--- config.mk ---
export PLATFORM = sky130hd
export DESIGN_NAME = shpc_ctrl
export DESIGN_NICKNAME = d
export VERILOG_FILES = /design/src/design/shpc_pkg.sv /design/src/design/shpc_ctrl.sv
export SDC_FILE = /design/constraint.sdc
export NUM_CORES = 1
export LEC_CHECK = 0
export BUFFER_PORTS_ARGS = -buffer_cell sky130_fd_sc_hd__buf_2
export CAP_MARGIN = 20
export CORE_AREA = 4 4 41 43
export CTS_CLUSTER_DIAMETER = 30
export CTS_CLUSTER_SIZE = 12
export DETAILED_ROUTE_END_ITERATION = 16
export DIE_AREA = 0 0 45 47
export GPL_TIMING_DRIVEN = 0
export PLACE_DENSITY = 0.48
export SLEW_MARGIN = 20
export SYNTH_ARGS = -nofsm -noshare
export SYNTH_HDL_FRONTEND = slang
export SYNTH_SLANG_ARGS = --single-unit
--- constraint.sdc ---
create_clock -name clk -period 2.58 [get_ports clk]
set_input_delay 0.387 -clock clk [delete_from_list [all_inputs] [get_ports clk]]
set_output_delay 0.387 -clock clk [all_outputs]
set_load 0.005 [all_outputs]
--- src/design/shpc_pkg.sv ---
// ----------------------------------------------------------------------------
// shpc_pkg
// Shared types, codes and constants of the stepper homing position controller.
// ----------------------------------------------------------------------------
package shpc_pkg;

  localparam int PosW = 20;
  localparam int DivW = PosW + 8;
  localparam int CntW = $clog2(DivW);
  localparam logic [PosW-1:0] POS_MAX = '1;

  localparam logic [7:0] CMD_MAX_MOVE = 8'd100;
  localparam logic [7:0] CMD_CAL      = 8'd150;
  localparam logic [7:0] CMD_IDLE     = 8'd200;
  localparam logic [7:0] CMD_CANCEL   = 8'd201;
  localparam logic [7:0] LOC_SPLIT    = 8'd50;

  localparam logic [19:0] FULL_RESET    = 20'd1000;
  localparam logic [19:0] MOFF_RESET    = 20'd60000;
  localparam logic [15:0] REPORT_RESET  = 16'd2000;
  localparam logic [15:0] CORRECT_RESET = 16'd1000;
  localparam logic [6:0] PCT_MAX = 7'd100;
  localparam logic [7:0] PCT_SCALE = 8'd200;

  // divide by 100 as a shift by two and a reciprocal multiply for 25
  localparam int NpShift = DivW + 3;
  localparam longint unsigned NpRecipL = ((64'd1 << NpShift) + 64'd24) / 64'd25;
  localparam logic [DivW-2:0] NP_RECIP = (DivW-1)'(NpRecipL);

  typedef enum logic [1:0] {
    REG_FULL_DEFAULT = 2'd0,
    REG_MOTOR_OFF    = 2'd1,
    REG_REPORT       = 2'd2,
    REG_CORRECT      = 2'd3
  } reg_idx_t;

  typedef enum logic [2:0] {
    KIND_TICK   = 3'd0,
    KIND_MOVE   = 3'd1,
    KIND_CAL    = 3'd2,
    KIND_CANCEL = 3'd3,
    KIND_ALARM  = 3'd4,
    KIND_CLEAR  = 3'd5
  } kind_t;

  typedef enum logic [3:0] {
    ST_NONE       = 4'd0,
    ST_ERROR      = 4'd1,
    ST_CANCELLED  = 4'd2,
    ST_LOCK_OPEN  = 4'd3,
    ST_START_CAL  = 4'd4,
    ST_END_CAL    = 4'd5,
    ST_START_FIND = 4'd6,
    ST_START_OPEN = 4'd7,
    ST_END_OPEN   = 4'd8,
    ST_START_CLOSE = 4'd9,
    ST_END_CLOSE  = 4'd10,
    ST_ERR_CLEARED = 4'd11
  } status_t;

  typedef enum logic [1:0] {
    RK_NONE    = 2'd0,
    RK_PCT     = 2'd1,
    RK_UNKNOWN = 2'd2
  } rkind_t;

  typedef enum logic [1:0] {
    RS_NONE  = 2'd0,
    RS_FLOOR = 2'd1,
    RS_ROUND = 2'd2
  } rsel_t;

  typedef enum logic [3:0] {
    PH_START       = 4'd0,
    PH_CAL_CLOSE   = 4'd1,
    PH_CAL_OPEN    = 4'd2,
    PH_LOC_CLOSE   = 4'd3,
    PH_LOC_OPEN    = 4'd4,
    PH_PLAN        = 4'd5,
    PH_MOVE        = 4'd6,
    PH_POST        = 4'd7,
    PH_CREEP_CLOSE = 4'd8,
    PH_CREEP_OPEN  = 4'd9
  } phase_t;

  typedef enum logic [2:0] {
    C_IDLE     = 3'd0,
    C_PREP     = 3'd1,
    C_NP_WAIT  = 3'd2,
    C_EXEC     = 3'd3,
    C_CHECK    = 3'd4,
    C_PCT_WAIT = 3'd5,
    C_OUT      = 3'd6
  } cstate_t;

  typedef struct packed {
    logic accept;
    logic np_start;
    logic np_load;
    logic exec;
    logic pct_start;
    logic pct_load;
    logic out_load;
  } ctrl_cmd_t;

  typedef struct packed {
    logic is_tick;
    logic need_pct;
    logic np_done;
    logic div_done;
    logic out_free;
  } dp_sts_t;

endpackage

--- src/design/shpc_ctrl.sv ---
// ----------------------------------------------------------------------------
// shpc_ctrl
// Controller: sequences capture, target divide, update, report divide, output.
// ----------------------------------------------------------------------------
module shpc_ctrl (
  input  logic                 clk,
  input  logic                 rst,
  input  logic                 s_axis_tvalid,
  output logic                 s_axis_tready,
  input  shpc_pkg::dp_sts_t    sts,
  output shpc_pkg::ctrl_cmd_t  cmd
);
  import shpc_pkg::*;

  cstate_t state;
  cstate_t state_next;

  always_ff @(posedge clk) begin
    if (rst) state <= C_IDLE;
    else state <= state_next;
  end

  always_comb begin
    state_next = state;
    unique case (state)
      C_IDLE:     if (s_axis_tvalid) state_next = C_PREP;
      C_PREP:     state_next = sts.is_tick ? C_NP_WAIT : C_EXEC;
      C_NP_WAIT:  if (sts.np_done) state_next = C_EXEC;
      C_EXEC:     state_next = C_CHECK;
      C_CHECK:    state_next = sts.need_pct ? C_PCT_WAIT : C_OUT;
      C_PCT_WAIT: if (sts.div_done) state_next = C_OUT;
      C_OUT:      if (sts.out_free) state_next = C_IDLE;
      default:    state_next = C_IDLE;
    endcase
  end

  always_comb begin
    cmd = '0;
    s_axis_tready = 1'b0;
    unique case (state)
      C_IDLE: begin
        s_axis_tready = 1'b1;
        cmd.accept    = s_axis_tvalid;
      end
      C_PREP:     cmd.np_start  = sts.is_tick;
      C_NP_WAIT:  cmd.np_load   = sts.np_done;
      C_EXEC:     cmd.exec      = 1'b1;
      C_CHECK:    cmd.pct_start = sts.need_pct;
      C_PCT_WAIT: cmd.pct_load  = sts.div_done;
      C_OUT:      cmd.out_load  = sts.out_free;
      default: ;
    endcase
  end

`ifndef NO_ASSERTIONS
  a_one_start: assert property (@(posedge clk) disable iff (rst)
    !(cmd.np_start && cmd.pct_start))
    else $error("divider started twice");
  a_exec_path: assert property (@(posedge clk) disable iff (rst)
    cmd.exec |-> ($past(state) == C_PREP || $past(state) == C_NP_WAIT))
    else $error("update without capture");
  a_out_after: assert property (@(posedge clk) disable iff (rst)
    cmd.out_load |=> state == C_IDLE)
    else $error("output load did not finish item");
`endif

endmodule

==> results, run 1 <==
- The distinct cell type count after synthesis is 22.
- Compared with the post-synthesis result, the final layout area differs by 39.0%.
- In the final design database the tool counted 64 nets.
- The filler cell count in the final layout is 154.
- The sequential cell area fraction in the yosys report is 19.5%.
- The floorplan has 13 rows.
- For this block, the routed nets add up to 701 um of wire.
- The clock root buffer master is sky130_fd_sc_hd__clkbuf_4.
- Gates resized during post-CTS repair numbered 0.
- The final clock skew is 0.00209 ns.
- The total number of H-tree levels is 1.
- The clock passes through at most 2 buffers.
- STA classifies the critical path endpoint as an output pin.
- Synthesis produced a netlist with a net count of 44.
- The number of optimization iterations in the first detailed-route pass is 2.
- The largest individual stage delay along the critical path comes from the cell sky130_fd_sc_hd__dfxtp_1.
- During placement, the flow inserted port buffers numbering 15.
- The clock-pin slew on the worst setup and hold paths is 0.03 ns.
- Counting both buffers and inverters, the worst setup path holds a total of 3.
- The TritonCTS clock tree is done.
- The reported leakage power is 0.000209 uW.
- Data on the critical path is required at its endpoint by 2.19 ns.
- On the critical path the largest part of the delay comes from buffers and inverters.
- STA classifies the critical path startpoint as a flip-flop.
- Subtracting the final worst setup slack from the clock period gives 1.61 ns.
- The average footprint of a synthesized cell is 8.55 um^2.
- The placeable core area is 0.00130 mm^2.
- After legalization and detailed placement, the total HPWL measured 595 um.
- The worst min-delay path class is input port to flip-flop.
- The residual overflow from global routing is 0.
- The number of warning messages in the yosys log is 0.
- The number of standard cells after synthesis is 36.
- The total power consumption of the routed design is 380 uW.
- For the pin with the worst max-slew slack, the measured transition is 0.321 ns.
- The initial antenna violation count was 0.
- The worst pin sits at a relative slew slack of 78.4%.
- After the first detailed-routing iteration, the DRC count stood at 4.
- The final number of max-transition violations came to 0.
- Max-cap violations in this run came to 0.
- The share of cells above drive strength 1 is 49.1%.
- The die covers 0.00212 mm^2.
- On the worst path, the slowest cell contributes a delay of 0.37 ns.
- The via count of the first global-routing pass was 310.
- Static timing analysis puts the maximum clock frequency at 621 MHz.
- The first global-routing pass estimated 1170 um of wire.
- Data arrives at the worst endpoint at 1.22 ns.
- After clock tree synthesis, the flow added hold-fix buffers numbering 0.
- Counting stages on the worst path, the most repeated cell is sky130_fd_sc_hd__buf_2.
- The per-cell via count in the routed design is 4.61.
- The chip height is 47 um.
- The DRC violation count after routing is 0.
- After routing, the total negative slack on setup checks comes to 0 ns.
- In this run, CTS created clock tree buffers numbering 3.
- The hold violation total from the final report is 0.
- Setup violations remaining at the end of the flow were counted as 0.
- Dividing the detail-routed wire length by the instance count gives 10.0 um.
- Traced cell by cell, the critical path runs through buf_2, inv_2, and3_1, buf_2.
- The clock latency at the later pin of the worst-skew pair is 0.23 ns.
- The number of setup buffers added after CTS is 0.
- From left edge to right edge, the die measures 45 um.
- Setup repair after global routing left no endpoint under its margin.
- Summing every instance area after synthesis gives 308 um^2.
- The largest registers in the layout are state x3.
- The worst-case hold slack is 0.348 ns.
- The post-synthesis sequential element count is 3.
- The antenna cell count is 0.
- 16 I/O pins were placed.
- Across every metal layer, demand over resource in global routing totals 7.17%.
- The worst-case IR drop observed on VDD is 0.308 mV.
- state holds more flip-flops than any other register.
- The global placer's final weighted congestion is 0.752.
- Of all nets on the critical path, the largest fanout is 10.
- The critical path is of the flip-flop to output pin type.
- The flow ran to the end, and the final reports show no timing, DRC or antenna violations.
- The register with the most flip-flops in the layout has 3 of them.
- The final cell utilization of the core is 32.9%.
- The clock net sink count is 3.
- The post-route clock period utilization is 62.4%.
- The via count of the routed design is 323.
- The initial standard-cell utilization of the core is 23.7%.
- Entering global routing, the biggest net connects 11 pins.
- The total power divided by cell area is 887 mW/mm^2.
- The detail route stage leaves a number of antenna-violating nets equal to 0.
[Yosys cell counts (all sizes together)]
cell,count,share of area (%)
nor4bb,1,3.3
inv,4,4.9
and2b,1,3.3
a311oi,1,2.8
o211ai,1,2.4
nor3,3,4.9
a31oi,1,6.9
and4bb,1,5.3
nor4,1,4.1
a21oi,6,13
and4b,1,3.3
and2,1,2.0
nand2b,1,2.0
and3,3,6.1
o21ai,1,1.6
a2bb2oi,1,2.8
buf,3,8.9
nor2,2,2.4
dfxtp,3,20
[report_power, final]
part	total (uW)	switching (uW)	leakage [uW]	internal [uW]
Clock	78.3	20.6	0.0000150	57.7
Combinational	228	112	0.000169	116
Sequential	73.1	10.9	0.0000248	62.2
[final cells by class]
class | count | area (um^2) | area share, %
plain buffers | 3 | 27.5 | 6.43
clock buffers | 4 | 26.3 | 6.14
inverters | 4 | 15.0 | 3.51
multi-input cells | 26 | 205 | 48.0
flip-flops and latches | 3 | 60.1 | 14.0
well taps | 15 | 18.8 | 4.39
repair buffers | 15 | 75.1 | 17.5
[cells in the final DEF, fill, tap and decap left out, drive strengths merged, types with 2 or more instances in the layout]
| master | netlist | layout |
|---|---|---|
| buf | 3 | 18 |
| a21oi | 6 | 6 |
| inv | 4 | 4 |
| clkbuf | 0 | 4 |
| nor3 | 3 | 3 |
| and3 | 3 | 3 |
| dfxtp | 3 | 3 |
| nor2 | 2 | 2 |
[metal layers]
layer	vias to the layer above	share of wire (%)	GRT usage, %
li1	171	-	-
met1	141	46	8.80
met2	11	44	12.1
met3	0	9.1	2.30
met4	0	0	1.75
met5	-	0	0
[worst register-to-register path: cells and delay by family (launching register included)]
family	cells	cell delay, ns
AND/OR/NAND/NOR	1	0.36
AO/OA/AOI/OAI	3	0.28
buffers and inverters	1	0.13
flip-flops	1	0.30
[worst paths after layout]
| kind | from | endpoint | slack (ns) | cells after the start |
|---|---|---|---|---|
| hold reg to reg | state[2] | state[0] | 0.69 | 3 |
| setup / recovery | state[2] | cmd[3] | 0.97 | 4 |
| hold / removal | rst | state[2] | 0.35 | 2 |
| setup reg to reg | state[0] | state[1] | 1.37 | 5 |
[metrics by stage]
step | area [um^2] | setup WS [ns] | instances
global route | 428 | 0.862 | 70
finish | 428 | 0.971 | 70
global placement | 402 | 1.18 | 66
detailed placement | 402 | 1.19 | 66
floorplan | 308 | 1.32 | 36
CTS | 428 | 0.948 | 70
[logic make-up (layout without fill, tap and decap cells)]
| logic type | after synthesis | after routing | share of synthesized area [%] |
|---|---|---|---|
| AND/OR/NAND/NOR | 15 | 15 | 36.6 |
| AO/OA/AOI/OAI | 11 | 11 | 30.1 |
| buffers and inverters | 7 | 26 | 13.8 |
| flip-flops | 3 | 3 | 19.5 |
(Power assumes the default switching activity.)
==> run 2, diff against run 1 <==
ABC_AREA = 1   (was default)
PLACE_DENSITY = 0.49   (was 0.48)
clock period = 1.4 ns   (was 2.58 ns; I/O delays follow)
==> results, run 2 <==
- Outcome: completed (unchanged).
- The residual overflow from global routing came to 0 (unchanged).
- The horizontal die dimension was 45 um (unchanged).
- The net switching share of the total power was 45.6% (was 37.8%).
- The most common flop cell mapped by yosys is sky130_fd_sc_hd__dfxtp_1 (unchanged).
- The worst path required time came to 1.19 ns (was 2.19 ns).
- The die area is 0.00212 mm^2 (unchanged).
- The setup TNS is 0 ns (unchanged).
- The site row count was 13 (unchanged).
- The most area-hungry cell type in the Yosys netlist is sky130_fd_sc_hd__dfxtp_1 (unchanged).
- Commonest cells after routing, fill and taps aside: sky130_fd_sc_hd__buf_2 (15), sky130_fd_sc_hd__nor2_1 (13), sky130_fd_sc_hd__inv_1 (9) (was sky130_fd_sc_hd__buf_2 (16), sky130_fd_sc_hd__a21oi_1 (5)).
- The startpoint of the worst register-to-register path is state[2] (was state[0]).
- The initial antenna violation count came to 0 (unchanged).
- The total routing resource utilization after global routing is 8.84% (was 7.17%).
- The global-route met1 utilization came to 12.7% (was 8.80%).
- The cell depth of the worst flop-to-flop path came to 9 (was 5).
- The violation count after the first detailed-routing iteration is 4 (unchanged).
- The number of warning messages in the yosys log is 0 (unchanged).
- The total power divided by cell area came to 1830 mW/mm^2 (was 887 mW/mm^2).
- The largest driver fanout on the critical path is 10 (unchanged).
- The clock net sink count is 3 (unchanged).
- The via count of the routed design came to 375 (was 323).
- The relative contribution of combinational cells to total power is 59.2% (was 60.1%).
- The worst path needs 1.33 ns of the cycle, external delays included.
- The number of synthesized flops with an enable pin came to 0 (unchanged).
- The cell count of the worst hold path came to 2 (unchanged).
- The clock buffer count from CTS is 3 (unchanged).
- The largest net degree at the start of global routing is 11 (unchanged).
- The startpoint of the lowest-slack hold path was rst (unchanged).
- The post-synthesis sequential element count is 3 (unchanged).
- The most crowded layer after global routing is met1 (was met2).
- The final clock skew came to 0.00151 ns (was 0.00209 ns).
- The element type at the critical path start is a flip-flop (unchanged).
- The clock latency at the later pin of the worst-skew pair is 0.23 ns (about the same).
- The antenna cell count was 0 (unchanged).
- The cell internal power dissipation was 425 uW (was 236 uW).
- The worst min-delay path class is input port to flip-flop (unchanged).
- The critical path start-end classification is flip-flop to output pin (unchanged).
- The max-cap check violation count is 0 (unchanged).
- The global placer's final weighted congestion is 0.774 (was 0.752).
- The reg2reg setup slack is 0.27 ns (was 1.37 ns).
- The number of input and output port buffers inserted was 15 (unchanged).
- Top area cells in the synthesized netlist: sky130_fd_sc_hd__dfxtp_1 (20%), sky130_fd_sc_hd__nor2_1 (16%), sky130_fd_sc_hd__inv_1 (11%), sky130_fd_sc_hd__nand2_1 (8.6%), sky130_fd_sc_hd__nand3_1 (8.2%) (was sky130_fd_sc_hd__dfxtp_1 (20%), sky130_fd_sc_hd__a21oi_1 (8.1%), sky130_fd_sc_hd__buf_6 (7.3%), sky130_fd_sc_hd__a31oi_4 (6.9%), sky130_fd_sc_hd__and3_1 (6.1%)).
- The first-pass GRT wire length is 1380 um (was 1170 um).
- The reported leakage power is 0.000253 uW (was 0.000209 uW).
- The number of standard cells after synthesis is 55 (was 36).
- The placeable core area is 0.00130 mm^2 (unchanged).
- The most frequent standard cell in the layout excluding fill and tap cells is sky130_fd_sc_hd__buf_2 (unchanged).
- The number of setup buffers added after CTS is 0 (unchanged).
- The final number of max-transition violations is 0 (unchanged).
- The total wirelength of the detailed-routed design was 747 um (was 701 um).
- The net total in the final layout is 83 (was 64).
- The endpoint of the worst hold-timing path is state[2] (unchanged).
- The post-route antenna net violation count is 0 (unchanged).
- Unrepaired setup endpoints after global routing: false (unchanged).
- The sequential cell area fraction in the yosys report came to 19.7% (was 19.5%).
- The flip-flop count of the largest register after layout is 3 (unchanged).
- The fraction of met3 tracks used by global routing is 1.15% (was 2.30%).
- Top cells by instance count after synthesis: sky130_fd_sc_hd__nor2_1 (13), sky130_fd_sc_hd__inv_1 (9), sky130_fd_sc_hd__nand2_1 (7), sky130_fd_sc_hd__nand3_1 (5), sky130_fd_sc_hd__nor3_1 (4) (was sky130_fd_sc_hd__a21oi_1 (5), sky130_fd_sc_hd__and3_1 (3), sky130_fd_sc_hd__dfxtp_1 (3), sky130_fd_sc_hd__inv_1 (3), sky130_fd_sc_hd__nor3_1 (3)).
- The share of cells above drive strength 1 came to 35.1% (was 49.1%).
- The average footprint of a synthesized cell came to 5.55 um^2 (was 8.55 um^2).
- The leading cell type by number of instances after synthesis is sky130_fd_sc_hd__nor2_1 (was sky130_fd_sc_hd__a21oi_1).
- The upper clock frequency limit is 751 MHz.
- The total number of H-tree levels is 1 (unchanged).
- The initial standard-cell utilization of the core was 23.5% (was 23.7%).
- The post-synthesis async set-or-reset flop share is 0% (unchanged).
- The share of power burned in registers was 21.2% (was 19.3%).
- The proportion of netlist area held by the largest area contributor was 19.7% (was 19.5%).
- The largest vdd supply drop came to 0.563 mV (was 0.308 mV).
- The area added between synthesis and finish is 39.8% (was 39.0%).
- The total setup violations reported at the end of the flow is 0 (unchanged).
- The actual transition at the worst max-transition pin was 0.220 ns (was 0.321 ns).
- The number of optimization iterations in the first detailed-route pass was 2 (unchanged).
- The per-cell via count in the routed design was 4.21 (was 4.61).
- Largest registers: state x3 (unchanged).
- The clock-pin slew on the worst setup and hold paths is 0.04 ns (was 0.03 ns).
- The net count after synthesis was 63 (was 44).
- The hold violation total from the final report is 0 (unchanged).
- The cell area after technology mapping is 305 um^2 (was 308 um^2).
- The maximum buffer depth of the clock tree came to 2 (unchanged).
- The total power consumption of the routed design is 781 uW (was 380 uW).
- The net switching power is 356 uW (was 143 uW).
- In the finished design, the share of the clock period the worst path needs comes to 95.1%.
- The met2 track demand over resource was 12.4% (was 12.1%).
- The via count of the first global-routing pass is 341 (was 310).
- The register with the most flip-flops is state (unchanged).
- The sum of net half-perimeters after detailed placement is 612 um (was 595 um).
- The detailed-route wire length per cell is 8.39 um (was 10.0 um).
- The category of the worst setup path capture point is an output pin (unchanged).
- The part of the power in the clock network came to 19.6% (was 20.6%).
- The chip height is 47 um (unchanged).
- The clock root buffer master is sky130_fd_sc_hd__clkbuf_4 (unchanged).
- The TritonCTS clock tree was done (unchanged).
- The distinct cell type count after synthesis is 14 (was 22).
- The worst reg2reg path endpoint is state[0] (was state[1]).
- The DRC violation count after routing came to 0 (unchanged).
- The relative slew slack is 85.2% (was 78.4%).
- The arrival time of data at the critical path endpoint is 1.12 ns (was 1.22 ns).
- The I/O pin total is 16 (unchanged).
[run 2: cell families (layout without fill, tap and decap cells)]
kind of cell           Yosys count  in the layout  share of synthesized area, %
DFF                              3              3                          19.7
and+or+nand+nor                 34             34                          51.2
AOI/OAI and AO/OA                5              5                          8.20
buffers and inverters           13             32                          20.9
[run 2: repair_timing]
action,CTS,global route
resized for setup,0,1
setup endpoints to repair,0,4
hold buffers,0,0
[run 2: worst max-delay path, stage by stage (launching register included)]
cell and delay [ns]:
sky130_fd_sc_hd__dfxtp_1 0.33, sky130_fd_sc_hd__buf_6 0.14, sky130_fd_sc_hd__nor4_1 0.26, sky130_fd_sc_hd__buf_2 0.16
[run 2: area by class of cell]
class                           instances  area, um^2
Multi-Input combinational cell         39         181
Buffer                                  2        22.5
Clock buffer                            4        26.3
Sequential cell                         3        61.3
Tap cell                               15        18.8
Timing Repair Buffer                   15        75.1
Inverter                               11        41.3
Fill cell                             161         875
[run 2: how the worst max path moves through the flow]
stage	start	to	depth (start not counted)
3_3_place_gp	state[2]	state[0]	9
3_5_place_dp	state[2]	state[2]	8
5_1_grt	state[0]	cmd[4]	3
4_1_cts	state[1]	cmd[4]	3
6_report	state[0]	cmd[4]	3
2_1_floorplan	state[2]	state[0]	9
[run 2: power by group through the flow]
stage	Sequential, uW	Combinational [uW]	Clock (uW)
2_1_floorplan	154	351	0
3_3_place_gp	165	467	0
3_5_place_dp	163	469	0
4_1_cts	163	470	158
5_1_grt	172	542	167
6_report	165	463	153
[run 2: per-stage QoR]
stage	area (um^2)	worst slack, ns	utilization [%]	hold slack [ns]	instances
after floorplan	305	0.368	-	0.279	55
after global placement	399	0.276	30.7	0.395	85
after detailed placement	399	0.269	30.7	0.392	85
after CTS	425	0.0274	32.7	0.147	89
after global routing	427	0.00340	32.8	0.154	89
final	427	0.0692	32.8	0.147	89
[run 2: per-layer routing]
metal | vias to the layer above | part of all wire [%]
met5 | - | 0
met4 | 0 | 2.3
met3 | 2 | 6.0
met2 | 12 | 43
met1 | 152 | 48
li1 | 209 | -
